### config.mk
export PLATFORM = sky130hd
export DESIGN_NAME = tcsw_ram
export DESIGN_NICKNAME = d
export VERILOG_FILES = /design/src/hw/rtl/tcsw_ram.sv
export SDC_FILE = /design/constraint.sdc
export NUM_CORES = 2
export LEC_CHECK = 0
export BUFFER_PORTS_ARGS = -buffer_cell sky130_fd_sc_hd__buf_2
export CORE_ASPECT_RATIO = 0.9
export CORE_UTILIZATION = 40
export CTS_CLUSTER_SIZE = 24
export DETAILED_ROUTE_END_ITERATION = 7
export PLACE_DENSITY_LB_ADDON = 0.3
export SYNTH_ARGS = -nofsm -noshare
export SYNTH_HDL_FRONTEND = slang
export SYNTH_SLANG_ARGS = --single-unit
### constraint.sdc
create_clock -name clk -period 5.02 [get_ports clk]
set_input_delay 0.502 -clock clk [delete_from_list [all_inputs] [get_ports clk]]
set_output_delay 0.502 -clock clk [all_outputs]
set_load 0.05 [all_outputs]
### src/hw/rtl/tcsw_ram.sv
// Generic single-write, single-read RAM with registered read data.
// No dependencies.
`timescale 1ns / 1ps

module tcsw_ram #(
  parameter int unsigned WIDTH = 8,
  parameter int unsigned DEPTH = 512,
  localparam int unsigned AW = $clog2(DEPTH)
) (
  input  logic             clk,
  input  logic             we,
  input  logic [AW-1:0]    waddr,
  input  logic [WIDTH-1:0] wdata,
  input  logic [AW-1:0]    raddr,
  output logic [WIDTH-1:0] rdata
);

  logic [WIDTH-1:0] mem_r [DEPTH];
  logic [WIDTH-1:0] rdata_r;

  always_ff @(posedge clk) begin
    if (we) begin
      mem_r[waddr] <= wdata;
    end
    rdata_r <= mem_r[raddr];
  end

  assign rdata = rdata_r;

endmodule

Word level (Yosys, flattened, before mapping)

Memories as Yosys holds them, arrays and structs flattened. A register that Yosys moved wholly into a read port is not among the register bits.
Index checks and enable logic that the tools add are counted.
Widths: inputs -> output; s select.

Bits in registers: 0
Bits in writable memories: 4096
Output and inout bits: 8
Memories: 1

Memory list:

| memory | depth | bits a word | rd ports | clocked after memory_dff | wr ports | RTL line | text |
|---|---|---|---|---|---|---|---|
| mem_r  | 512   | 8           | 1        | 1                        | 1        | 18       | `logic [WIDTH-1:0] mem_r [DEPTH];` |

Muxes and demuxes: 2

Operators with widths:

| operator | number |
|---|---|
| $mux 1   | 2 |

Logic depth before layout (Yosys ltp)

Word-level depth: 2
Depth in mapped cells: 12
Depth with buffers taken out: 7

Worst setup path after synthesis

No wires, ideal clock.

Path kind: input port to flip-flop
From: input port raddr[0]
To: register rdata_r[0] (netlist: rdata[0]) (read register of mem_r)
Setup time: 0.118 ns
Data arrival time: 2.356 ns
Required time: 4.902 ns
Slack: 2.546 ns
Stages: 10
Path buffers: 4
Path through: buf_4 buf_12 buf_12 buf_2 mux4_2 o21ai_0 nand3_1 nand4_1 o21ai_0 o2111a_1

RTL lines:

| what               | RTL line | text |
|---|---|---|
| start: declaration | 14       | `input logic [AW-1:0] raddr,` |
| end: declaration   | 19       | `logic [WIDTH-1:0] rdata_r;` |

==> summary.log <==
qor: outcome.status completed
qor: floorplanning.coreArea 397,000 um2
qor: synthesis.syn-mean-instance-area 19.9 um2
qor: timing.timing.slew.headroom 0.0604
qor: timing.max_slew.worst_pin.slew 1.41 ns
qor: pwr.reported_leakage_power 56.4 nW
qor: setup_path.worstPathArrival 4.61 ns
qor: synthesis.yosys.area_share.xor_xnor 0
qor: synthesis.asyncSetResetFlopFracSynth 0
qor: timing.ratio_of_final_minimum_period_to_clock_period 0.730
qor: timing.setup_total_negative_slack 0 ns
qor: pwr.vdd_drop_max 0.000286 V
qor: synthesis.post_syn_instances 8,030
qor: job.cap_viol_max_count 0
qor: pwr.cellPowerDensity 393 nW/um2
qor: cts.postCtsSetupRepairBufs 0
qor: floorplanning.area_of_the_die 402,000 um2
qor: timing.finalWorstPathRequiredPeriod 3.66 ns
qor: setup_path.path_cells buf_12 -> buf_12 -> buf_12 -> mux2i_1 -> o221ai_1 -> a21oi_1 -> nor4_1 -> nand4_1 -> nor4_1 -> o2111a_1
qor: routing.via_per_inst 5.92
qor: global_routing.grt_start_max_net_pins 161
qor: synthesis.yosys.cell_types.count 51
qor: timing.hold-worst-slack 0.0425 ns
qor: cts.cts_tree done
qor: timing.setup_repair_after_global_routing_missed_its_margin false
qor: routing.detail_route.first_pass.iterations 5
qor: cts.cts_buffer_depth 4
qor: synthesis.synth_edf_count 4,096
qor: timing.timing.fmax 0.273 GHz
qor: routing.routedWlPerCell 30.6 um
qor: routing.detailroute.via_count 82,300
qor: setup_path.setup.worst_path.end_class register
qor: synthesis.post_synth_and_or_nand_nor_area_fraction 0.0263
qor: synthesis.largest_family_of_logic_cells_by_synthesized_area multiplexers
qor: cts.holdBufCountCts 2
qor: cts.post_cts_resized 0
qor: timing.finalHoldViolations 0
qor: final_layout.area_growth 12.4%
qor: synthesis.yosys-mux-area-fraction 0.142
qor: synthesis.yosysWarnings 0
qor: floorplanning.initial_utilization 0.403
qor: setup_path.crit_buf_inv 3
qor: setup_path.cpLargestDelayFamily simple AND/OR/NAND/NOR gates
qor: setup_path.wp_data_required 5.97 ns
qor: cts.clock_sinks 4,104
qor: final_layout.finish.cell_count_without_fillers 13,900
qor: global_routing.gr-total-overflow 0
qor: final_layout.fin_nets 8,286
qor: cts.cts_buffers 402
qor: setup_path.path_class primary input to register
qor: setup_path.worst_path_most_repeated_cell sky130_fd_sc_hd__buf_12
qor: placement.io_buffer_count 35
qor: synthesis.synth_compound_area_frac 0.0431
qor: global_routing.global_route.usage.total 0.208
qor: cts.cts_htree_levels 5
qor: worst_hold_path.worstHoldPathType primary input to register
qor: synthesis.postSynth.topFlopCell sky130_fd_sc_hd__edfxtp_1
qor: floorplanning.die_height 602 um
qor: placement.dp_cells 13,200
qor: placement.place_congestion 0.899
qor: synthesis.synthAdderAreaFrac 0
qor: final_layout.drive_gt1_frac 0.184
qor: placement.detail_placement_hpwl 260,000 um
qor: pwr.design_power_total 70.7 mW
qor: synthesis.ys_ff_latch 4,104
qor: cts.clk_transition_reported_paths 0.06 ns
qor: synthesis.yosysSeqAreaShare 0.770
qor: synthesis.synth.cell_area 160,000 um2
qor: timing.fin_worst_skew 0.0892 ns
qor: routing.antenna_violating_nets_post_route 0
qor: floorplanning.total_number_of_placement_rows 219
qor: cts.ctsRootBufferMaster sky130_fd_sc_hd__clkbuf_16
qor: cts.clk-insertion-delay-late 1.01 ns
qor: global_routing.grt_antenna_before_repair 23
qor: floorplanning.die_wd 669 um
qor: floorplanning.io_pins 36
qor: setup_path.cp_max_fo 59
qor: timing.timing.final.max_slew_violations 0
qor: setup_path.worst_path_max_delay_cell sky130_fd_sc_hd__nor4_1
qor: routing.postRouteWirelength 426,000 um
qor: setup_path.start_kind primary input
qor: setup_path.crit_path_max_incr_delay 0.83 ns
qor: synthesis.postSynthNetCount 8,058
qor: routing.dr.first_iter.drc_count 10,800
qor: routing.drc 0
qor: timing.timing.final.setup_violations 0
qor: global_routing.grt_pass1_wl 606,000 um
qor: global_routing.first_global_vias 80,800
logic make-up after synthesis:
kind of cell,after synthesis
flops,4104
buf+inv,516
compound gates,979
simple gates,980
mux,1451
Yosys cell counts (all sizes together), types with 109 or more instances:
library cell / instances / area, um2
buf: 248 / 1950
o21ai: 119 / 596
nor2: 597 / 2240
a21oi: 194 / 971
mux2i: 797 / 7980
mux4: 654 / 14700
nand2: 111 / 417
nor3: 109 / 546
o221ai: 372 / 3260
o22ai: 163 / 1020
clkbuf: 265 / 995
edfxtp: 4096 / 123000
final timing paths:
path,depth (start not counted),startpoint,slack (ns),to
worst max-delay path,10,raddr[0],1.36,rdata[5]
worst min-delay path,1,wdata[1],0.04,mem_r[472][1]
worst max register to register,7,mem_r[273][5],1.78,rdata[5]
worst min register to register,6,mem_r[298][0],1.14,rdata[0]
cell type report:
class	count	area (um2)
fillers	33300	217000
diodes	7	17.5
inverters	3	18.8
flip-flops and latches	4104	123000
clock buffers	496	10600
multi-input cells	3410	34000
well taps	5304	6640
clock inverters	242	2170
repair buffers	337	3270
worst register-to-register path, delay by kind of cell (launching register included):
kind / cells / cell delay (ns)
AND/OR/NAND/NOR: 3 / 1.96
AO/OA/AOI/OAI: 3 / 0.82
flip-flops: 1 / 0.34
multiplexers: 1 / 0.10
stage by stage:
stage                      util  setup slack (ns)  instance area [um2]
after detailed placement  0.421             0.515               167000
after global routing      0.453              1.39               180000
after CTS                 0.453              1.58               180000
after floorplan               -              2.55               160000
final                     0.453              1.36               180000
after global placement    0.421             0.592               167000
power by group:
part,switching [mW],internal (mW)
Sequential,0.0319,37.7
Clock,13.0,16.5
Combinational,2.42,1.08
registers in the layout (all words and copies together) (netlist names):
register,count
mem_r,4096
rdata,8
per-layer routing:
| layer | vias up | global-route usage | wire length, um |
|---|---|---|---|
| met5 | - | 0 | 67 |
| met4 | 10 | 0.0555 | 11500 |
| met3 | 652 | 0.0349 | 39300 |
| met2 | 4059 | 0.318 | 197000 |
| met1 | 43600 | 0.308 | 179000 |
| li1 | 34000 | - | - |
layout by cell type (no fill, tap or decap), drive strengths merged, types with 163 or more instances in the layout:
| cell type | netlist | layout |
|---|---|---|
| clkbuf | 265 | 496 |
| o22ai | 163 | 163 |
| a21oi | 194 | 194 |
| buf | 248 | 335 |
| o221ai | 372 | 372 |
| edfxtp | 4096 | 4096 |
| mux2i | 797 | 797 |
| nor2 | 597 | 597 |
| mux4 | 654 | 654 |
| clkinv | 0 | 192 |
Note: power is estimated with default switching activity, not from simulation.
