**src/hw/rtl/tcsw_pkg.sv**
```systemverilog
// Package for the terminal character screen writer.
// Holds character codes, command and state types shared by the RTL modules.
// No dependencies.
`timescale 1ns / 1ps

package tcsw_pkg;

  // Default screen geometry
  localparam int unsigned TCSW_COLS = 32;
  localparam int unsigned TCSW_ROWS = 16;

  // Depths of the command queue and the result queue
  localparam int unsigned TCSW_CMD_DEPTH = 4;
  localparam int unsigned TCSW_RES_DEPTH = 4;

  // Opcodes
  localparam logic OP_FEED = 1'b0;
  localparam logic OP_READ = 1'b1;

  // Character codes
  localparam logic [7:0] CH_BS    = 8'h08;
  localparam logic [7:0] CH_LF    = 8'h0a;
  localparam logic [7:0] CH_CR    = 8'h0d;
  localparam logic [7:0] CH_ESC   = 8'h1b;
  localparam logic [7:0] CH_SPACE = 8'h20;
  localparam logic [7:0] CH_TILDE = 8'h7e;
  localparam logic [7:0] CH_DEL   = 8'h7f;

  // What the back end does to the screen memory for one command
  typedef enum logic [1:0] {
    K_NOP,
    K_WRITE,
    K_READ
  } cmd_kind_t;

  // Control part of one queued command
  typedef struct packed {
    cmd_kind_t kind;
    logic      clr;       // blank one row after the main access
    logic      scrolled;  // result field
    logic      esc;       // result field
  } cmd_ctl_t;

  // Back end sequencer states
  typedef enum logic [1:0] {
    BK_INIT,
    BK_RUN,
    BK_CLR
  } bk_state_t;

  // Back end status seen by the top level
  typedef struct packed {
    logic init_busy;
  } bk_stat_t;

  function automatic logic is_letter(input logic [7:0] c);
    return (c >= 8'h41 && c <= 8'h5a) || (c >= 8'h61 && c <= 8'h7a);
  endfunction

endpackage

```
**src/hw/rtl/tcsw_back.sv**
```systemverilog
// Back end: executes queued commands on the screen memory, runs the reset clear
// and the row blanking after a scroll, and produces results. Uses tcsw_pkg.
`timescale 1ns / 1ps

module tcsw_back
  import tcsw_pkg::*;
#(
  parameter int unsigned COLS = TCSW_COLS,
  parameter int unsigned ROWS = TCSW_ROWS,
  parameter int unsigned RES_DEPTH = TCSW_RES_DEPTH,
  localparam int unsigned CW = $clog2(COLS),
  localparam int unsigned RW = $clog2(ROWS),
  localparam int unsigned CNTW = $clog2(RES_DEPTH) + 1
) (
  input  logic            clk,
  input  logic            rst_n,
  input  logic            q_empty,
  output logic            q_pop,
  input  cmd_ctl_t        q_ctl,
  input  logic [RW-1:0]   q_row,
  input  logic [CW-1:0]   q_col,
  input  logic [7:0]      q_char,
  input  logic [RW-1:0]   q_crow,
  input  logic [CW-1:0]   q_cur_col,
  input  logic [RW-1:0]   q_cur_row,
  input  logic [CNTW-1:0] res_count,
  output logic            ram_we,
  output logic [RW+CW-1:0] ram_waddr,
  output logic [7:0]      ram_wdata,
  output logic [RW+CW-1:0] ram_raddr,
  input  logic [7:0]      ram_rdata,
  output logic            res_push,
  output logic [7:0]      res_cell,
  output logic [CW-1:0]   res_col,
  output logic [RW-1:0]   res_row,
  output logic            res_scr,
  output logic            res_esc,
  output bk_stat_t        stat
);

  bk_state_t     state_r, state_nxt;
  logic [RW-1:0] sw_row_r, sw_row_nxt;
  logic [CW-1:0] sw_col_r, sw_col_nxt;
  logic          pend_r, pend_nxt;
  logic          rd_r, rd_nxt;
  logic [CW-1:0] col_r;
  logic [RW-1:0] row_r;
  logic          scr_r, esc_r;
  logic [CNTW:0] used;
  logic          credit, issue, col_last, row_last;

  // Room in the result queue counts the result still in the read stage
  assign used     = {1'b0, res_count} + (CNTW+1)'(pend_r);
  assign credit   = used < (CNTW+1)'(RES_DEPTH);
  assign issue    = (state_r == BK_RUN) && !q_empty && credit;
  assign col_last = (sw_col_r == CW'(COLS - 1));
  assign row_last = (sw_row_r == RW'(ROWS - 1));

  // Next state
  always_comb begin
    state_nxt  = state_r;
    sw_row_nxt = sw_row_r;
    sw_col_nxt = sw_col_r;
    unique case (state_r)
      BK_INIT: begin
        if (col_last) begin
          sw_col_nxt = '0;
          if (row_last) begin
            state_nxt  = BK_RUN;
            sw_row_nxt = '0;
          end else begin
            sw_row_nxt = sw_row_r + 1'b1;
          end
        end else begin
          sw_col_nxt = sw_col_r + 1'b1;
        end
      end
      BK_RUN: begin
        if (issue && q_ctl.clr) begin
          state_nxt  = BK_CLR;
          sw_row_nxt = q_crow;
          sw_col_nxt = '0;
        end
      end
      BK_CLR: begin
        if (col_last) begin
          state_nxt  = BK_RUN;
          sw_col_nxt = '0;
        end else begin
          sw_col_nxt = sw_col_r + 1'b1;
        end
      end
      default: begin
        state_nxt = BK_INIT;
      end
    endcase
  end

  // Outputs
  always_comb begin
    q_pop     = issue;
    pend_nxt  = issue;
    rd_nxt    = issue && (q_ctl.kind == K_READ);
    ram_raddr = {q_row, q_col};
    ram_we    = 1'b0;
    ram_waddr = {q_row, q_col};
    ram_wdata = q_char;
    unique case (state_r)
      BK_INIT, BK_CLR: begin
        ram_we    = 1'b1;
        ram_waddr = {sw_row_r, sw_col_r};
        ram_wdata = CH_SPACE;
      end
      BK_RUN: begin
        ram_we = issue && (q_ctl.kind == K_WRITE);
      end
      default: begin
        ram_we = 1'b0;
      end
    endcase
  end

  always_ff @(posedge clk) begin
    if (!rst_n) begin
      state_r  <= BK_INIT;
      sw_row_r <= '0;
      sw_col_r <= '0;
      pend_r   <= 1'b0;
      rd_r     <= 1'b0;
    end else begin
      state_r  <= state_nxt;
      sw_row_r <= sw_row_nxt;
      sw_col_r <= sw_col_nxt;
      pend_r   <= pend_nxt;
      rd_r     <= rd_nxt;
    end
  end

  always_ff @(posedge clk) begin
    if (issue) begin
      col_r <= q_cur_col;
      row_r <= q_cur_row;
      scr_r <= q_ctl.scrolled;
      esc_r <= q_ctl.esc;
    end
  end

  assign res_push       = pend_r;
  assign res_cell       = rd_r ? ram_rdata : 8'h00;
  assign res_col        = col_r;
  assign res_row        = row_r;
  assign res_scr        = scr_r;
  assign res_esc        = esc_r;
  assign stat.init_busy = (state_r == BK_INIT);

endmodule

```
**config.mk**
```make
export PLATFORM = sky130hd
export DESIGN_NAME = tcsw_back
export DESIGN_NICKNAME = d
export VERILOG_FILES = /design/src/hw/rtl/tcsw_pkg.sv /design/src/hw/rtl/tcsw_back.sv
export SDC_FILE = /design/constraint.sdc
export NUM_CORES = 1
export LEC_CHECK = 0
export BUFFER_PORTS_ARGS = -buffer_cell sky130_fd_sc_hd__buf_4
export CAP_MARGIN = 10
export CORE_MARGIN = 10
export CORE_UTILIZATION = 40
export DETAILED_ROUTE_END_ITERATION = 12
export GPL_TIMING_DRIVEN = 0
export PLACE_DENSITY_LB_ADDON = 0.3
export REMOVE_ABC_BUFFERS = 1
export SETUP_SLACK_MARGIN = 0.5
export SLEW_MARGIN = 20
export SYNTH_ARGS = -nofsm -noshare
export SYNTH_HDL_FRONTEND = slang
export SYNTH_SLANG_ARGS = --single-unit
export TNS_END_PERCENT = 20
```
**constraint.sdc**
```tcl
create_clock -name clk -period 2.05 [get_ports clk]
set_clock_uncertainty 0.1 [all_clocks]
set_input_delay 0.41 -clock clk [delete_from_list [all_inputs] [get_ports clk]]
set_output_delay 0.41 -clock clk [all_outputs]
set_load 0.02 [all_outputs]
```
-- Word-level counts from Yosys, hierarchy flattened
Cells that the tools add are included.
- output and inout bits: 49
- register bits after elaboration: 24
- memory bits (read-only): 0
- memories: 0
- bits in latches: 0
- memory bits (writable): 0
- bitwise operators: 0
- equal/unequal tests: 10
- div/mod/pow operators: 0
- reductions and logical operators: 13
- multipliers: 0
- shift-type cells: 0
- $lt $le $gt $ge: 1
- muxes and demuxes: 16
- add/sub/neg operators: 3
- operators by type and width (kind ; count):
    8-bit 2-to-1 mux ; 2
    4-bit 2-to-1 mux ; 3
    5-bit 2-to-1 mux ; 2
    5-bit case mux with 2 select lines ; 1
    9-bit 2-to-1 mux ; 1
    2-bit 2-to-1 mux ; 4
    4-bit case mux with 2 select lines ; 1
    2-bit by 1-bit != test with 1-bit output, second input constant ; 3
    2-bit case mux with 3 select lines ; 1
    5-bit by 1-bit adder with 5-bit output, second input constant ; 1
    5-bit == test, second input constant ; 1
    1-bit logical AND ; 5
    3-bit by 1-bit adder with 4-bit output ; 1
    4-bit by 1-bit adder with 4-bit output, second input constant ; 1
    2-bit by 1-bit == test with 1-bit output, second input constant ; 2
    2-bit == test, second input constant ; 2
    4-bit == test, second input constant ; 1
    4-bit by 3-bit < comparator with 1-bit output, second input constant ; 1
    4-bit AND reduction ; 1
    2-bit nonzero test ; 2
    3-bit AND reduction ; 1
    2-bit zero test ; 1
    2-bit != test, second input constant ; 1
    1-bit case mux with 2 select lines ; 1
    other kinds (3) ; 3

-- Logic depth before layout (Yosys ltp)
- depth after elaboration: 6
- gate-level depth with buffers: 7
- mapped depth without buffers: 7

-- Worst setup path after synthesis
OpenSTA, ideal clock, no wires.
- path kind: reg-to-reg
- start point: register sw_col_r[0]
- end point: register sw_row_r[1]
- path slack: 224 ps
- cell stages (with the launch flop): 8
- data arrival time: 1610 ps
- library setup time: 116 ps
- clock period less this slack: 1826 ps
- data required time: 1834 ps
- path through: dfxtp_1 -> ha_1 -> and3_1 -> ha_1 -> nor2b_1 -> a31oi_2 -> or2_4 -> a31o_2
- longest elaborated chain between the ends: 3
- RTL lines (element ; RTL line ; source):
    start, declared ; tcsw_back.sv:43 ; logic [CW-1:0] sw_col_r, sw_col_nxt;
    start signal, assigned ; tcsw_back.sv:133 ; sw_col_r <= sw_col_nxt;
    5-bit == test ; tcsw_back.sv:56 ; assign col_last = (sw_col_r == CW'(COLS - 1));
    2-bit by 1-bit != test with 1-bit output (no line) ; - ;
    3-bit AND reduction (no line) ; - ;
    end signal, assigned ; tcsw_back.sv:132 ; sw_row_r <= sw_row_nxt;
    end, declared ; tcsw_back.sv:42 ; logic [RW-1:0] sw_row_r, sw_row_nxt;
No other way between the ends.
A chain may end at the register's enable or synchronous reset.

-- Worst setup path in the final report
- start point: register pend_r (netlist: res_push)
- end point: output q_pop
- longest elaborated chain between the ends: 3
- RTL lines (element ; RTL line ; source):
    start, declared ; tcsw_back.sv:44 ; logic pend_r, pend_nxt;
    start signal, assigned ; tcsw_back.sv:134 ; pend_r <= pend_nxt;
    3-bit by 1-bit adder with 4-bit output ; tcsw_back.sv:53 ; assign used = {1'b0, res_count} + (CNTW+1)'(pend_r);
    4-bit by 3-bit < comparator with 1-bit output ; tcsw_back.sv:54 ; assign credit = used < (CNTW+1)'(RES_DEPTH);
    1-bit logical AND ; tcsw_back.sv:55 ; assign issue = (state_r == BK_RUN) && !q_empty && credit;
    end, declared ; tcsw_back.sv:18 ; output logic q_pop,
No other way between the ends.

==> implementation parameters <==
Parameter                              Value

Global routing
  Total congestion overflow after global routing    0
  Wire length of the first global-routing pass    7.40 mm
  Largest net degree at the start of global routing    17
  Most Used Layer, Global Route    met2
  GRT met1 Usage    15.5%
  Via count of the first global-routing pass    1445
  Initial antenna violation count    0
  Met2 track utilization from global routing    28.4%
  Overall routing resource usage    14.9%
  Met3 track demand over resource in global routing    4.84%

Yosys
  Number of distinct library cells after synthesis    37
  Post-synthesis xor/xnor area fraction    1.31%
  Synth Warn #    0
  Mapped Area    1340 sq um
  Synthesized area per cell    10.4 sq um
  Sequential share of the synthesized area    44.2%
  Proportion of synthesized flip-flops having asynchronous set or reset    0%
  Flop and latch count out of synthesis    24
  Post-synthesis adder-cell area fraction    2.81%
  Number of instances in the synthesized netlist    128
  Share of synthesized cell area in and, or, nand and nor gates    21.6%
  Main synth FF type    sky130_fd_sc_hd__dfxtp_1
  Share of the synthesized area in compound gates (AO/OA/AOI/OAI)    13.5%
  Number of enable-type register cells in the synthesized netlist    11
  Fraction of synthesized area in multiplexers    9.09%
  Largest family of logic cells by synthesized area    simple AND/OR/NAND/NOR gates

Detailed routing
  Routed wirelength normalized by instance count    18.2 microns
  Number of DRC markers in iteration 0    53
  Total number of vias    1334
  Drt drc    0
  Avg Vias per Cell    4.94
  Final Routed Wirelength    4.91 mm
  DRT Pass-1 Iters    4
  Final ANT Viol Nets    0

Placement
  DP Worst Slack    -214 ps
  Port buffer count    97
  Detail Placement HPWL    3.60 mm
  Final RePlAce weighted congestion    0.819

STA
  Final setup violation count    0
  Total count of max-transition violations in the final report    0
  Relative slew slack    77.6%
  Fin Setup TNS    0 ps
  Hold WS    166 ps
  Measured slew at the worst slew-check pin    331 ps
  Worst-case setup margin in the final layout    207 ps
  Number of hold violations in the final report    0
  Maximum frequency from static timing analysis    543 MHz
  Final period utilization    89.9%
  RSZ-0062 raised after global routing    true
  Clock period minus worst slack    1840 ps

Worst setup path
  Cell with the largest stage delay on the worst path    sky130_fd_sc_hd__dfxtp_2
  Buffers plus inverters on the worst setup path    1
  Data required, critical path    1540 ps
  Startpoint type of the worst setup path    flop
  Critical path peak fanout    3
  Element type at the critical path end    output pin
  Dominant delay contributor by cell family on the critical path    flip-flops
  Delay contributed by the slowest stage of the critical path    360 ps
  Data arrival time of the worst path    1330 ps
  Cells along the critical path    a311oi_4 > and3b_2 > buf_6
  Worst setup path class    flop to output pin

Floorplanning
  Area inside the core boundary    3130 sq um
  Ports placed on the boundary    98
  Height of the chip    77.8 microns
  Total Die Area    6050 sq um
  Row cnt    20
  Die extent in x    77.8 microns
  Initial Util    42.7%

Min path
  Worst hold path class    input port to flop

Power and ir drop
  Part of the total power dissipated in sequential elements    50.1%
  Power per cell area    443 nW/um^2
  Total leakage power    0.00107 uW
  P_int    806 uW
  Fraction of power consumed by combinational cells    16.8%
  Peak VDD IR    0.000239 V
  Share of power burned in the clock network    33.1%
  Net switching share of the total power    21.0%
  Total net switching power    214 uW

CTS
  Buffer type at the clock tree root    sky130_fd_sc_hd__clkbuf_4
  Count of hold-fix buffers inserted at cts    0
  # H-tree levels    1
  Clock-pin slew on the worst setup and hold paths    130 ps
  Clock Tree Buf Depth    2
  Total CTS buffers    3
  CTS tree    done
  Worst-skew pair later-pin latency    310 ps
  Number of sinks handled by clock tree synthesis    24

Outcome
  Outcome    finished clean

Layout
  Area of the multi-input gates    727 sq um
  Growth of design area from synthesis to finish    72.4%
  Register area    599 sq um
  Final-layout fill cell count    245
  Net count reported at finish    279
  Inserted Diodes    0
  Fraction of layout instances using a drive strength above 1    60.6%

Flow run
  Max-capacitance violation count    0
## synthesized netlist by cell type, types with 2 or more instances
master / count / area share, %
sky130_fd_sc_hd__dfxtp_1: 13 / 19
sky130_fd_sc_hd__clkbuf_1: 4 / 1.1
sky130_fd_sc_hd__mux2_2: 9 / 7.6
sky130_fd_sc_hd__nand2_1: 6 / 1.7
sky130_fd_sc_hd__and2_1: 17 / 8.0
sky130_fd_sc_hd__nand3_1: 5 / 1.9
sky130_fd_sc_hd__ha_1: 3 / 2.8
sky130_fd_sc_hd__and3_1: 2 / 0.94
sky130_fd_sc_hd__nand2b_1: 3 / 1.4
sky130_fd_sc_hd__a21boi_0: 2 / 1.1
sky130_fd_sc_hd__o211ai_1: 2 / 1.1
sky130_fd_sc_hd__mux2i_1: 2 / 1.5
sky130_fd_sc_hd__nor2_1: 4 / 1.1
sky130_fd_sc_hd__a21oi_1: 2 / 0.75
sky130_fd_sc_hd__edfxtp_1: 11 / 25
sky130_fd_sc_hd__nor2b_1: 5 / 2.3
sky130_fd_sc_hd__and3b_1: 2 / 1.3
sky130_fd_sc_hd__o21ai_0: 6 / 2.2
sky130_fd_sc_hd__a32oi_1: 3 / 2.0
sky130_fd_sc_hd__buf_4: 10 / 5.6
## kinds of logic (layout without fill, tap and decap cells)
family                     count (synthesis)  after routing
AOI/OAI and AO/OA                         23             23
buffers and inverters                     16            114
xor gates and xnor gates                   2              2
muxes                                     11             11
DFF                                       24             24
and+or+nand+nor                           49             49
adders and majority gates                  3              3
## cells in the final DEF (no fill, tap or decap), drive strengths merged, types with 2 or more instances in the layout
master / n
and2: 17
nor2: 4
ha: 3
edfxtp: 11
dfxtp: 13
nand3: 5
nand2b: 3
a21boi: 2
mux2: 9
a21oi: 2
o211ai: 2
a32oi: 3
and3b: 3
o21ai: 6
mux2i: 2
buf: 109
a31oi: 2
nor2b: 5
a21o: 2
clkbuf: 3
nand2: 6
and3: 2
## metal layers
metal  up-vias  wire (microns)
li1        648               -
met5         -               0
met3         4             324
met1       626            1880
met4         0              27
met2        56            2670
## metrics by stage
step | total power [uW] | cell area [sq um] | instances | utilization (%)
after floorplan | 552 | 1240 | 113 | -
after global placement | 665 | 2020 | 254 | 64.7
after detailed placement | 671 | 2020 | 254 | 64.7
after CTS | 1020 | 2200 | 267 | 70.2
after global routing | 1070 | 2300 | 270 | 73.6
final | 1020 | 2300 | 270 | 73.6
## final timing paths
path	start	slack, ps	to	cells after the start
max	res_push	210	q_pop	3
max reg2reg	sw_col_r[1]	260	sw_row_r[1]	7
min	q_cur_col[0]	170	res_col[0]	1
min reg2reg	sw_col_r[4]	450	sw_col_r[4]	2
## registers in the layout (all words and copies together), names as in the netlist
| register | cells |
|---|---|
| res_row | 4 |
| res_push | 1 |
| sw_row_r | 4 |
| sw_col_r | 5 |
| rd_r | 1 |
| state_r | 2 |
| res_col | 5 |
| res_scr | 1 |
| res_esc | 1 |
## power groups by stage
stage / clock, uW / combinational, uW / sequential [uW]
final: 338 / 171 / 511
after CTS: 345 / 161 / 509
after detailed placement: 0 / 150 / 522
after floorplan: 0 / 31.5 / 520
after global placement: 0 / 143 / 521
after global routing: 370 / 184 / 511
## timing repair
| action | in CTS | in global routing |
|---|---|---|
| setup buffers | 9 | 3 |
| pin swaps | 2 | 5 |
| hold endpoints to repair | 0 | 0 |
| setup endpoints to repair | 51 | 40 |
| gates resized for setup | 18 | 17 |
## area by class of cell
| cell class | instances | area share (%) |
|---|---|---|
| Tap cell | 44 | 2.39 |
| Clock buffer | 3 | 0.979 |
| Clock inverter | 1 | 1.31 |
| Sequential cell | 24 | 26.0 |
| Multi-Input combinational cell | 88 | 31.6 |
| Inverter | 1 | 0.163 |
| Timing Repair Buffer | 109 | 37.5 |
(Power assumes the default switching activity.)
