[src/hw/rtl/tcsw_fifo.sv]
// Small synchronous FIFO with occupancy count, used for the command and result queues.
// No dependencies.
`timescale 1ns / 1ps

module tcsw_fifo #(
  parameter int unsigned WIDTH = 8,
  parameter int unsigned DEPTH = 4,
  localparam int unsigned PW = (DEPTH > 1) ? $clog2(DEPTH) : 1,
  localparam int unsigned CNTW = $clog2(DEPTH) + 1
) (
  input  logic             clk,
  input  logic             rst_n,
  input  logic             push,
  input  logic [WIDTH-1:0] din,
  output logic             full,
  input  logic             pop,
  output logic [WIDTH-1:0] dout,
  output logic             empty,
  output logic [CNTW-1:0]  count
);

  logic [WIDTH-1:0] data_r [DEPTH];
  logic [PW-1:0]    wptr_r, wptr_nxt;
  logic [PW-1:0]    rptr_r, rptr_nxt;
  logic [CNTW-1:0]  cnt_r, cnt_nxt;
  logic             do_push, do_pop;

  assign full    = (cnt_r == CNTW'(DEPTH));
  assign empty   = (cnt_r == '0);
  assign do_push = push && !full;
  assign do_pop  = pop && !empty;

  always_comb begin
    wptr_nxt = wptr_r;
    rptr_nxt = rptr_r;
    cnt_nxt  = cnt_r;
    if (do_push) begin
      wptr_nxt = (wptr_r == PW'(DEPTH - 1)) ? '0 : wptr_r + 1'b1;
    end
    if (do_pop) begin
      rptr_nxt = (rptr_r == PW'(DEPTH - 1)) ? '0 : rptr_r + 1'b1;
    end
    if (do_push && !do_pop) begin
      cnt_nxt = cnt_r + 1'b1;
    end else if (do_pop && !do_push) begin
      cnt_nxt = cnt_r - 1'b1;
    end
  end

  always_ff @(posedge clk) begin
    if (!rst_n) begin
      wptr_r <= '0;
      rptr_r <= '0;
      cnt_r  <= '0;
    end else begin
      wptr_r <= wptr_nxt;
      rptr_r <= rptr_nxt;
      cnt_r  <= cnt_nxt;
    end
  end

  always_ff @(posedge clk) begin
    if (do_push) begin
      data_r[wptr_r] <= din;
    end
  end

  assign dout  = data_r[rptr_r];
  assign count = cnt_r;

endmodule

[config.mk]
export PLATFORM = sky130hd
export DESIGN_NAME = tcsw_fifo
export DESIGN_NICKNAME = d
export VERILOG_FILES = /design/src/hw/rtl/tcsw_fifo.sv
export SDC_FILE = /design/constraint.sdc
export NUM_CORES = 1
export LEC_CHECK = 0
export ABC_AREA = 1
export BUFFER_PORTS_ARGS = -buffer_cell sky130_fd_sc_hd__buf_4
export CAP_MARGIN = 0
export CORE_UTILIZATION = 45
export DETAILED_ROUTE_END_ITERATION = 6
export GPL_TIMING_DRIVEN = 0
export PLACE_DENSITY = 0.75
export RECOVER_POWER = 25
export SLEW_MARGIN = 20
export SYNTH_ARGS = -nofsm -noshare
export SYNTH_HDL_FRONTEND = slang
export SYNTH_SLANG_ARGS = --single-unit
export TNS_END_PERCENT = 30
[constraint.sdc]
create_clock -name clk -period 1.8 [get_ports clk]
set_input_delay 0.27 -clock clk [delete_from_list [all_inputs] [get_ports clk]]
set_output_delay 0.27 -clock clk [all_outputs]
set_load 0.02 [all_outputs]
# After elaboration in Yosys (flattened, before gate mapping)
# Memory sizes are Yosys's and may differ from the RTL's. A register that Yosys moved wholly into a read port is not among the register bits.
# Cells that the tools add are included.
dict set report classes {
  add_sub_neg 4
  n_eq_ne 3
  mux 8
  n_reduce_logical 10
}
# operator count
set ops {}
lappend ops {{2-bit two-way mux} 4}
lappend ops {{3-bit two-way mux} 2}
lappend ops {{2-bit by 1-bit adder with 2-bit output, second input constant} 2}
lappend ops {{2-bit equality test, second input constant} 2}
lappend ops {{1-bit logical AND} 4}
lappend ops {{1-bit logical NOT} 4}
lappend ops {{3-bit by 1-bit adder with 3-bit output, second input constant} 1}
lappend ops {{3-bit equality test, second input constant} 1}
lappend ops {{3-bit logical NOT} 1}
lappend ops {{3-bit by 1-bit subtractor with 3-bit output, second input constant} 1}
lappend ops {{1-bit two-way mux} 2}
lappend ops {{2-bit nonzero test} 1}
dict set report word_totals {
  regBits 7
  ramBits 32
  out_inout_bits 13
  wordCells 29
  mem_count 1
}
# name depth word_bits read_ports rd_ports_with_merged_regs wr line_no
set mem_list {}
lappend mem_list {data_r 4 8 1 1 1 22} ;# logic [WIDTH-1:0] data_r [DEPTH];

# Longest topological paths before layout
# Gate-level depths: netlist (run 1).
dict set report logic_depth {
  ltp_word 7
  ltp_mapped 13
}

# Worst setup path after synthesis (run 1)
# OpenSTA, ideal clock, no wires.
dict set report synth_timing {
  kind {register -> register}
  startpoint {reg cnt_r[1], in the netlist count[1]}
  endpoint {reg cnt_r[2], in the netlist count[2]}
  setup_time_ns 0.110
  arrival_ns 1.709
  required_time_ns 1.690
  setup_slack_ns -0.018
  path_stages_with_launch 14
  synth_period_minus_slack_ns 1.818
  cell_sequence {dfxtp_1 nor2_1 nand2_1 nand2_2 inv_1 ha_1 inv_1 fa_1 inv_1 nand2_1 nand3_1 nand2_1 inv_1 nor2_1}
}
dict set report synth_via {
  elab_chain_len 6
}
# element line_no
set synth_lines {}
lappend synth_lines {{start: declaration} 25} ;# logic [CNTW-1:0] cnt_r, cnt_nxt;
lappend synth_lines {{start signal: assignment} 58} ;# cnt_r <= cnt_nxt;
lappend synth_lines {{3-bit equality test *} 28} ;# assign full = (cnt_r == CNTW'(DEPTH));
lappend synth_lines {{1-bit logical NOT *} 30} ;# assign do_push = push && !full;
lappend synth_lines {{1-bit logical AND *} 30}
lappend synth_lines {{named net do_push} 26} ;# logic do_push, do_pop;
lappend synth_lines {{1-bit logical NOT} 45} ;# end else if (do_pop && !do_push) begin
lappend synth_lines {{1-bit logical AND} 45}
lappend synth_lines {{2-bit nonzero test (no source line)} n/a}
# The timed path passes the listed nets; every way through them passes the cells marked *. The select of a mux whose other input is x is not followed.
# A chain may end at the register's enable or synchronous reset.

# Worst setup path after layout (run 1)
dict set report layout_timing {
  startpoint {reg cnt_r[1], in the netlist count[1]}
  endpoint {reg cnt_r[1], in the netlist count[1]}
}
# element line_no
set layout_lines {}
lappend layout_lines {{3-bit equality test} 28}
lappend layout_lines {{1-bit logical NOT} 30}
lappend layout_lines {{1-bit logical AND} 30}
lappend layout_lines {{named net do_push} 26}
lappend layout_lines {{1-bit logical AND} 43} ;# if (do_push && !do_pop) begin
lappend layout_lines {{3-bit two-way mux} 43}
lappend layout_lines {{named net cnt_nxt[1]} 25}
# The timed path passes the listed nets, and every way through them passes these cells. The select of a mux whose other input is x is not followed.

==> flow_metrics.py, run 1 <==
metrics = {
    "outcome": {
        "outcome": "finished clean",
    },
    "global_route": {
        "grt_util_all_layers_pct": 17.4,
        "grt_pass1_wl_mm": 5.11,
        "overflow": 0,
        "grt_pass1_vias": 1094,
        "grt_max_degree": 13,
        "antenna_found_initial": 0,
    },
    "logic_synthesis": {
        "synth_seq_cells": 41,
        "synth_cell_type_count": 18,
        "synth_top_area_share_pct": 56.8,
        "syn_area_per_cell_sq_um": 11.4,
        "synthCells": 148,
        "syn_area_sq_mm": 0.00169,
        "yosys-top-cells-area": "edfxtp_1, dfxtp_1, nor2_1, ha_1, o21ai_0",
        "synth_nets": 167,
        "yosysWarnings": 0,
        "yosysTopAreaCell": "edfxtp_1",
        "seq_area_frac_synth_pct": 67.4,
    },
    "drt": {
        "wl_per_cell_um": 13.8,
        "ant_nets": 0,
        "firstDrtPassIters": 4,
        "vias_per_cell": 4.98,
        "drc": 0,
        "drt_iter0_markers": 41,
        "wirelength_mm": 3.16,
        "vias": 1141,
    },
    "finish": {
        "fin_nets": 201,
        "fin_util_pct": 59.4,
        "area_growth_syn_to_layout_pct": 21.7,
        "diodes": 0,
        "multiInputGateArea_sq_um": 478,
        "drive_above_1_share_pct": 25.7,
        "regArea_sq_mm": 0.00115,
        "fin_cells": 229,
        "fillCellCount": 299,
        "final_area_sq_mm": 0.00206,
    },
    "placement": {
        "hpwl_mm": 2.21,
        "place_area_sq_mm": 0.00193,
        "dp.cells": 218,
        "place_ws_ns": -0.0608,
        "numPortBuffers": 24,
        "place.gp.congestion": 0.726,
    },
    "power_and_ir_drop": {
        "seq_power_share_pct": 40.9,
        "p_leak_nw": 0.825,
        "clkPwrFrac_pct": 19.7,
        "p_int_mw": 2.06,
        "ir_drop_v": 0.000781,
        "p_sw_mw": 1.17,
        "p_per_area_mw_per_mm2": 1570,
        "power_frac_comb_pct": 39.4,
        "netSwitchingFraction_pct": 36.3,
    },
    "clock_network": {
        "cts.sinks": 41,
        "cts_tree": "yes",
        "ctsHtreeMaxLevel": 2,
        "cts-root-buf": "clkbuf_8",
        "clk_latency_ns": 0.29,
        "cts.path.max_buffers": 2,
        "clkSlewWorstSetupHoldPaths_ns": 0.08,
        "cts_made_buffers": 5,
    },
    "setup_path": {
        "cp-start-kind": "flip-flop",
        "worstSetupPathType": "reg2reg",
        "cp_max_fo": 4,
        "end_kind": "flip-flop",
        "required_ns": 1.99,
        "critPathArrivalTime_ns": 1.90,
    },
    "timing": {
        "relSlewSlack_pct": 49.0,
        "setup_viol": 0,
        "final.setup_skew_ns": 0.00877,
        "max_freq_ghz": 0.584,
        "worst_slack_ns": 0.0882,
        "tightest_slew_ns": 0.762,
        "slew_viol_final": 0,
        "fin_crit_ns": 1.71,
        "finalHoldViolations": 0,
        "layout_worst_path_cycle_share_pct": 95.1,
        "rsz0062_at_grt": "true",
    },
    "floorplanning": {
        "die_w_um": 63.3,
        "start_util_pct": 48.8,
        "core_sq_mm": 0.00347,
        "fp-row-count": 21,
        "ios": 25,
        "fp.dieH_um": 63.3,
        "dieArea_sq_mm": 0.00401,
    },
    "worst_hold_path": {
        "hold_class": "in2reg",
    },
    "run": {
        "drv_cap": 0,
    },
}
through the flow:
stage / setup TNS, ns / hold slack, ns / power, mW
final: 0 / 0.188 / 3.23
after global routing: -0.279 / 0.180 / 3.44
after CTS: 0 / 0.169 / 3.18
after detailed placement: -0.111 / 0.472 / 2.52
after global placement: -0.0155 / 0.470 / 2.45
after floorplan: 0 / 0.369 / 2.05
final cells by class:
type / instances / area share, %
Multi-Input combinational cell: 86 / 23.2
Clock buffer: 7 / 4.68
Buffer: 2 / 1.09
Clock inverter: 1 / 0.243
Timing Repair Buffer: 27 / 8.74
Sequential cell: 41 / 55.8
Inverter: 19 / 3.46
Tap cell: 46 / 2.79
cell usage after synthesis (all sizes together):
| cell type | n |
|---|---|
| a21oi | 2 |
| buf | 2 |
| dfxtp | 9 |
| edfxtp | 32 |
| fa | 1 |
| ha | 6 |
| inv | 19 |
| nand2 | 15 |
| nand3 | 1 |
| nand3b | 1 |
| nand4 | 1 |
| nor2 | 33 |
| o21ai | 18 |
| o22ai | 8 |
flip-flops by register name, indices dropped and copies added (netlist names), named ones only:
register / flops
count: 3
wptr_r: 2
data_r: 32
rptr_r: 2
power by group through the flow:
stage	clock, mW	sequential, mW	combinational (mW)
6_report	0.635	1.32	1.27
5_1_grt	0.698	1.35	1.40
4_1_cts	0.643	1.30	1.24
3_5_place_dp	0	1.32	1.20
3_3_place_gp	0	1.31	1.14
2_1_floorplan	0	1.33	0.726
path summary, 6_finish.rpt:
check | start | end | slack [ns] | depth (start not counted)
setup / recovery | count[1] | count[1] | 0.09 | 9
hold / removal | din[0] | data_r[3][0] | 0.19 | 1
setup reg to reg | count[1] | count[1] | 0.09 | 9
hold reg to reg | count[0] | count[0] | 0.53 | 2
repair_timing:
item,4_1_cts,5_1_grt
endpoints found under the setup margin,2,26
gates resized for setup,3,10
setup buffers,2,1
pin swaps,1,1
gates cloned,0,0
hold buffers,0,0
worst max-delay path, cell delays in order (launching register included):
cell     delay [ns]
dfxtp_4        0.37
nor2_4         0.13
nand2_2        0.10
nand2_2        0.09
inv_1          0.05
ha_2           0.19
inv_2          0.06
fa_2           0.43
o21ai_1        0.13
nor2_1         0.05
cells in the final DEF (no fill, tap or decap), types with 3 or more instances in the layout:
cell and n:
buf_4 21, clkbuf_1 6, clkbuf_8 7, dfxtp_1 6, edfxtp_1 32, ha_1 5
inv_1 16, inv_2 3, nand2_1 11, nand2_2 4, nor2_1 32, o21ai_0 13
o21ai_2 3, o22ai_1 8
kinds of logic (layout without fill, tap and decap cells):
| logic type | count (synthesis) | count (layout) | share of synthesized area (%) |
|---|---|---|---|
| AND/OR/NAND/NOR | 51 | 51 | 11.9 |
| flip-flops | 41 | 41 | 67.4 |
| AO/OA/AOI/OAI | 28 | 28 | 9.53 |
| buffers and inverters | 21 | 56 | 5.54 |
| adder cells (fa/ha/maj) | 7 | 7 | 5.62 |
metal layers:
metal | share of wire, % | wire length (um) | GRT usage (%) | vias to the layer above
li1 | - | - | - | 575
met1 | 43 | 1350 | 21.4 | 533
met2 | 51 | 1630 | 29.0 | 29
met3 | 4.7 | 149 | 5.80 | 4
met4 | 1.1 | 36 | 5.11 | 0
met5 | 0 | 0 | 0 | -
Note: power is estimated with default switching activity, not from simulation.
==> run 2, diff against run 1 <==
--- a/config.mk
+++ b/config.mk
@@ -8,6 +8,7 @@
 export ABC_AREA = 1
 export BUFFER_PORTS_ARGS = -buffer_cell sky130_fd_sc_hd__buf_4
 export CAP_MARGIN = 0
+export CORE_ASPECT_RATIO = 2
 export CORE_UTILIZATION = 45
 export DETAILED_ROUTE_END_ITERATION = 6
 export GPL_TIMING_DRIVEN = 0
==> run 2 against run 1 <==
Clock power fell by 12%; sequential power barely moved; setup slack got worse by 0.028 ns.
==> flow_metrics.py, run 2 (synthesis results as in run 1) <==
metrics = {
    "timing": {
        "layout_worst_path_cycle_share_pct": 96.7,
        "fin_crit_ns": 1.74,
        "final.setup_skew_ns": 0.00739,
        "max_freq_ghz": 0.575,
        "slew_viol_final": 0,
        "relSlewSlack_pct": 51.6,
        "rsz0062_at_grt": "true",
        "tightest_slew_ns": 0.723,
        "finalHoldViolations": 0,
        "tns_ns": 0,
        "setup_viol": 0,
    },
    "floorplanning": {
        "fp.dieH_um": 88.7,
        "die_w_um": 45.4,
        "core_sq_mm": 0.00361,
        "start_util_pct": 46.9,
        "ios": 25,
        "dieArea_sq_mm": 0.00403,
        "fp-row-count": 31,
    },
    "setup_path": {
        "cp-start-kind": "flip-flop",
        "r2r_end": "count[1]",
        "worstSetupPathType": "reg2reg",
        "reg2reg_slack_ns": 0.06,
        "cp_max_fo": 4,
        "reg2reg_depth": 9,
        "critPathArrivalTime_ns": 1.92,
        "end_kind": "flip-flop",
        "r2r-start": "count[1]",
        "required_ns": 1.98,
    },
    "global_route": {
        "grt_util_all_layers_pct": 18.0,
        "grt_pass1_vias": 1210,
        "overflow": 0,
        "grt_pass1_wl_mm": 4.96,
        "antenna_found_initial": 0,
        "grt_max_degree": 13,
    },
    "drt": {
        "wirelength_mm": 3.22,
        "wl_per_cell_um": 14.0,
        "firstDrtPassIters": 4,
        "vias_per_cell": 5.16,
        "drc": 0,
        "ant_nets": 0,
        "vias": 1191,
        "drt_iter0_markers": 30,
    },
    "outcome": {
        "outcome": "finished clean",
    },
    "power_and_ir_drop": {
        "p_leak_nw": 0.809,
        "p_per_area_mw_per_mm2": 1520,
        "power_mw": 3.09,
        "ir_drop_v": 0.000988,
    },
    "placement": {
        "place.gp.congestion": 0.752,
        "hpwl_mm": 2.34,
        "numPortBuffers": 24,
    },
    "clock_network": {
        "cts.sinks": 41,
        "ctsHtreeMaxLevel": 2,
        "clk_latency_ns": 0.29,
        "cts.path.max_buffers": 2,
        "cts-root-buf": "clkbuf_8",
        "cts_tree": "yes",
        "cts_made_buffers": 5,
        "clkSlewWorstSetupHoldPaths_ns": 0.07,
        "hold_buffers": 0,
    },
    "finish": {
        "final_common_cell": "edfxtp_1",
        "largest-register": "data_r",
        "drive_above_1_share_pct": 23.6,
        "multiInputGateArea_sq_um": 473,
        "regArea_sq_mm": 0.00114,
        "diodes": 0,
        "final_cell_mix": "edfxtp_1, nor2_1, buf_4",
        "fin_nets": 200,
        "largest_reg_flops": 32,
        "area_growth_syn_to_layout_pct": 19.7,
        "fillCellCount": 320,
    },
    "worst_hold_path": {
        "worstHoldStart": "din[4]",
        "hold_depth": 1,
        "min_to": "data_r[0][4]",
        "hold_class": "in2reg",
    },
    "run": {
        "drv_cap": 0,
    },
}
-- run 2: routing by layer --
layer,vias up,global-route usage [%],part of all wire [%]
met5,-,0,0
met3,16,3.88,4.4
met2,53,30.7,55
met4,0,17.1,5.9
li1,565,-,-
met1,557,16.4,35
-- run 2: report_power, final --
part	internal (mW)	leakage, nW	total, mW	switching (mW)
combinational	0.485	0.397	1.22	0.732
clock	0.261	0.0430	0.558	0.297
sequential	1.18	0.369	1.31	0.127
-- run 2: cell type report --
cell class	instances	area share [%]
clock inverter	3	0.617
inverter	19	3.52
multi-input combinational	86	23.3
buffer	2	1.11
tap	49	3.02
timing repair buffer	26	8.52
clock buffer	5	3.40
sequential	41	56.5
-- run 2: worst max-delay path: stages (launching register included) --
cell	delay, ns
dfxtp_2	0.35
nor2_2	0.14
nand2_2	0.09
nand2_2	0.08
inv_1	0.05
ha_1	0.20
inv_1	0.09
fa_1	0.41
o21ai_0	0.17
nor2_1	0.06
-- run 2: timing repair --
action,4_1_cts,5_1_grt
endpoints found under the setup margin,3,30
pin swaps,1,1
setup buffers,1,1
hold endpoints to repair,0,0
resized for setup,3,5
-- run 2: worst max-delay path by stage --
stage	start	endpoint	slack, ns
floorplan	count[2]	count[1]	0.05
global placement	count[1]	count[1]	-0.02
detailed placement	count[1]	count[1]	-0.06
CTS	count[1]	count[1]	-0.01
global route	count[1]	count[2]	-0.04
finish	count[1]	count[1]	0.06
-- run 2: per-stage QoR --
stage | utilization (%) | cell area, sq um | instances | hold slack [ns] | worst slack [ns]
final | 56.2 | 2030 | 231 | 0.181 | 0.0598
after global placement | 53.7 | 1940 | 221 | 0.469 | -0.0233
after detailed placement | 53.7 | 1940 | 221 | 0.473 | -0.0631
after CTS | 56.3 | 2030 | 230 | 0.167 | -0.0127
after global routing | 56.2 | 2030 | 231 | 0.175 | -0.0378
after floorplan | - | 1700 | 148 | 0.369 | 0.0491
==> run 3, diff against run 2 <==
--- a/config.mk
+++ b/config.mk
@@ -12,7 +12,7 @@
 export CORE_UTILIZATION = 45
 export DETAILED_ROUTE_END_ITERATION = 6
 export GPL_TIMING_DRIVEN = 0
-export PLACE_DENSITY = 0.75
+export PLACE_DENSITY = 0.72
 export RECOVER_POWER = 25
 export SLEW_MARGIN = 20
 export SYNTH_ARGS = -nofsm -noshare
==> constraint.sdc (replaced) <==
create_clock -name clk -period 1.7 [get_ports clk]
set_input_delay 0.255 -clock clk [delete_from_list [all_inputs] [get_ports clk]]
set_output_delay 0.255 -clock clk [all_outputs]
set_load 0.02 [all_outputs]
==> run 3 against run 2 <==
Sequential power is 8% higher; setup slack worse by 0.039 ns; count of clock-buffer cells in the layout is 3 higher; clock power is 13% higher; via count is 0.76% higher; register-to-register slack worse by 0.04 ns; non-clock buffer count is 5 higher; cell area is 5.5% higher; cell count is 2.2% higher.
==> flow_metrics.py, run 3 (synthesis results as in run 1) <==
metrics = {
    "drt": {
        "vias_per_cell": 5.08,
        "vias": 1200,
        "wl_per_cell_um": 14.4,
        "ant_nets": 0,
        "firstDrtPassIters": 4,
        "wirelength_mm": 3.39,
        "drt_iter0_markers": 46,
        "drc": 0,
    },
    "placement": {
        "place_area_sq_mm": 0.00195,
        "hpwl_mm": 2.29,
        "numPortBuffers": 24,
        "place.gp.congestion": 0.767,
        "place_ws_ns": -0.130,
    },
    "global_route": {
        "grt_max_degree": 13,
        "grt_pass1_vias": 1223,
        "grt_util_all_layers_pct": 19.3,
        "grt_pass1_wl_mm": 5.30,
        "overflow": 0,
        "antenna_found_initial": 0,
    },
    "timing": {
        "max_freq_ghz": 0.596,
        "tns_ns": 0,
        "final.setup_skew_ns": 0.0105,
        "tightest_slew_ns": 0.512,
        "layout_worst_path_cycle_share_pct": 98.8,
        "worst_slack_ns": 0.0209,
        "slew_viol_final": 0,
        "finalHoldViolations": 0,
        "relSlewSlack_pct": 65.8,
        "fin_crit_ns": 1.68,
        "rsz0062_at_grt": "true",
        "setup_viol": 0,
    },
    "finish": {
        "multiInputGateArea_sq_um": 519,
        "largest_reg_flops": 32,
        "drive_above_1_share_pct": 31.0,
        "largest-register": "data_r",
        "diodes": 0,
        "final_area_sq_mm": 0.00214,
        "area_growth_syn_to_layout_pct": 26.3,
        "fin_nets": 205,
        "regArea_sq_mm": 0.00115,
        "fillCellCount": 304,
        "final_cell_mix": "edfxtp_1, nor2_1, buf_4",
        "final_common_cell": "edfxtp_1",
        "fin_util_pct": 59.3,
    },
    "setup_path": {
        "cp-start-kind": "flip-flop",
        "reg2reg_slack_ns": 0.02,
        "reg2reg_depth": 12,
        "endpoint": "count[2]",
        "r2r_end": "count[2]",
        "startpoint": "count[1]",
        "worstSetupPathType": "reg2reg",
        "required_ns": 1.89,
        "cp_max_fo": 4,
        "critPathArrivalTime_ns": 1.87,
        "r2r-start": "count[1]",
        "end_kind": "flip-flop",
    },
    "clock_network": {
        "cts-root-buf": "clkbuf_8",
        "cts.path.max_buffers": 2,
        "hold_buffers": 0,
        "clk_latency_ns": 0.29,
        "ctsHtreeMaxLevel": 2,
        "cts.sinks": 41,
        "cts_made_buffers": 5,
        "cts_tree": "yes",
        "clkSlewWorstSetupHoldPaths_ns": 0.08,
    },
    "floorplanning": {
        "ios": 25,
        "fp.dieH_um": 88.7,
        "dieArea_sq_mm": 0.00403,
        "die_w_um": 45.4,
        "start_util_pct": 46.9,
        "core_sq_mm": 0.00361,
        "fp-row-count": 31,
    },
    "power_and_ir_drop": {
        "p_leak_nw": 0.849,
        "p_per_area_mw_per_mm2": 1660,
        "ir_drop_v": 0.00115,
    },
    "outcome": {
        "outcome": "finished clean",
    },
    "run": {
        "drv_cap": 0,
    },
    "worst_hold_path": {
        "hold_class": "in2reg",
    },
}
==> run 3: worst max-delay path, stage by stage, from the launching register on <==
cell	delay [ns]
dfxtp_4	0.36
nor2_4	0.15
nand2_2	0.09
nand2_4	0.09
ha_4	0.15
inv_4	0.04
fa_2	0.37
inv_1	0.07
nand2_1	0.06
nand3_1	0.07
nand2_1	0.06
inv_1	0.05
nor2_1	0.03
==> run 3: worst min path at each step <==
| stage | start | endpoint | cells after the start |
|---|---|---|---|
| after floorplan | din[0] | data_r[0][0] | 0 |
| after global placement | din[3] | data_r[3][3] | 1 |
| after detailed placement | din[6] | data_r[0][6] | 1 |
| after CTS | din[0] | data_r[3][0] | 1 |
| after global routing | din[1] | data_r[3][1] | 1 |
| final | din[1] | data_r[3][1] | 1 |
==> run 3: area by class of cell <==
type                       count  share of cell area [%]
buffer                         2                    1.05
multi-input combinational     86                    24.3
inverter                      19                    3.74
clock buffer                   8                    4.21
sequential                    41                    54.0
tap                           49                    2.87
timing repair buffer          31                    9.83
==> run 3: power by group <==
part           total, mW  internal (mW)  switching [mW]
logic               1.51          0.642           0.867
registers           1.42           1.27           0.147
clock network      0.629          0.331           0.298
==> run 3: per-stage QoR <==
step	cells	hold WS [ns]	total power, mW
after global routing	236	0.163	3.78
after floorplan	148	0.354	2.20
after global placement	221	0.454	2.62
after CTS	229	0.152	3.36
after detailed placement	221	0.458	2.69
final	236	0.172	3.56
==> run 3: repair_timing <==
item | 4_1_cts | 5_1_grt
endpoints found under the setup margin | 10 | 30
setup buffers | 0 | 7
hold endpoints to repair | 0 | 0
pin swaps | 1 | 9
gates resized for setup | 6 | 18
==> run 3: layer usage <==
metal	wire length, um	global-route usage, %
met3	182	5.92
met1	1170	17.8
met2	1990	35.0
met4	48	11.3
met5	0	0
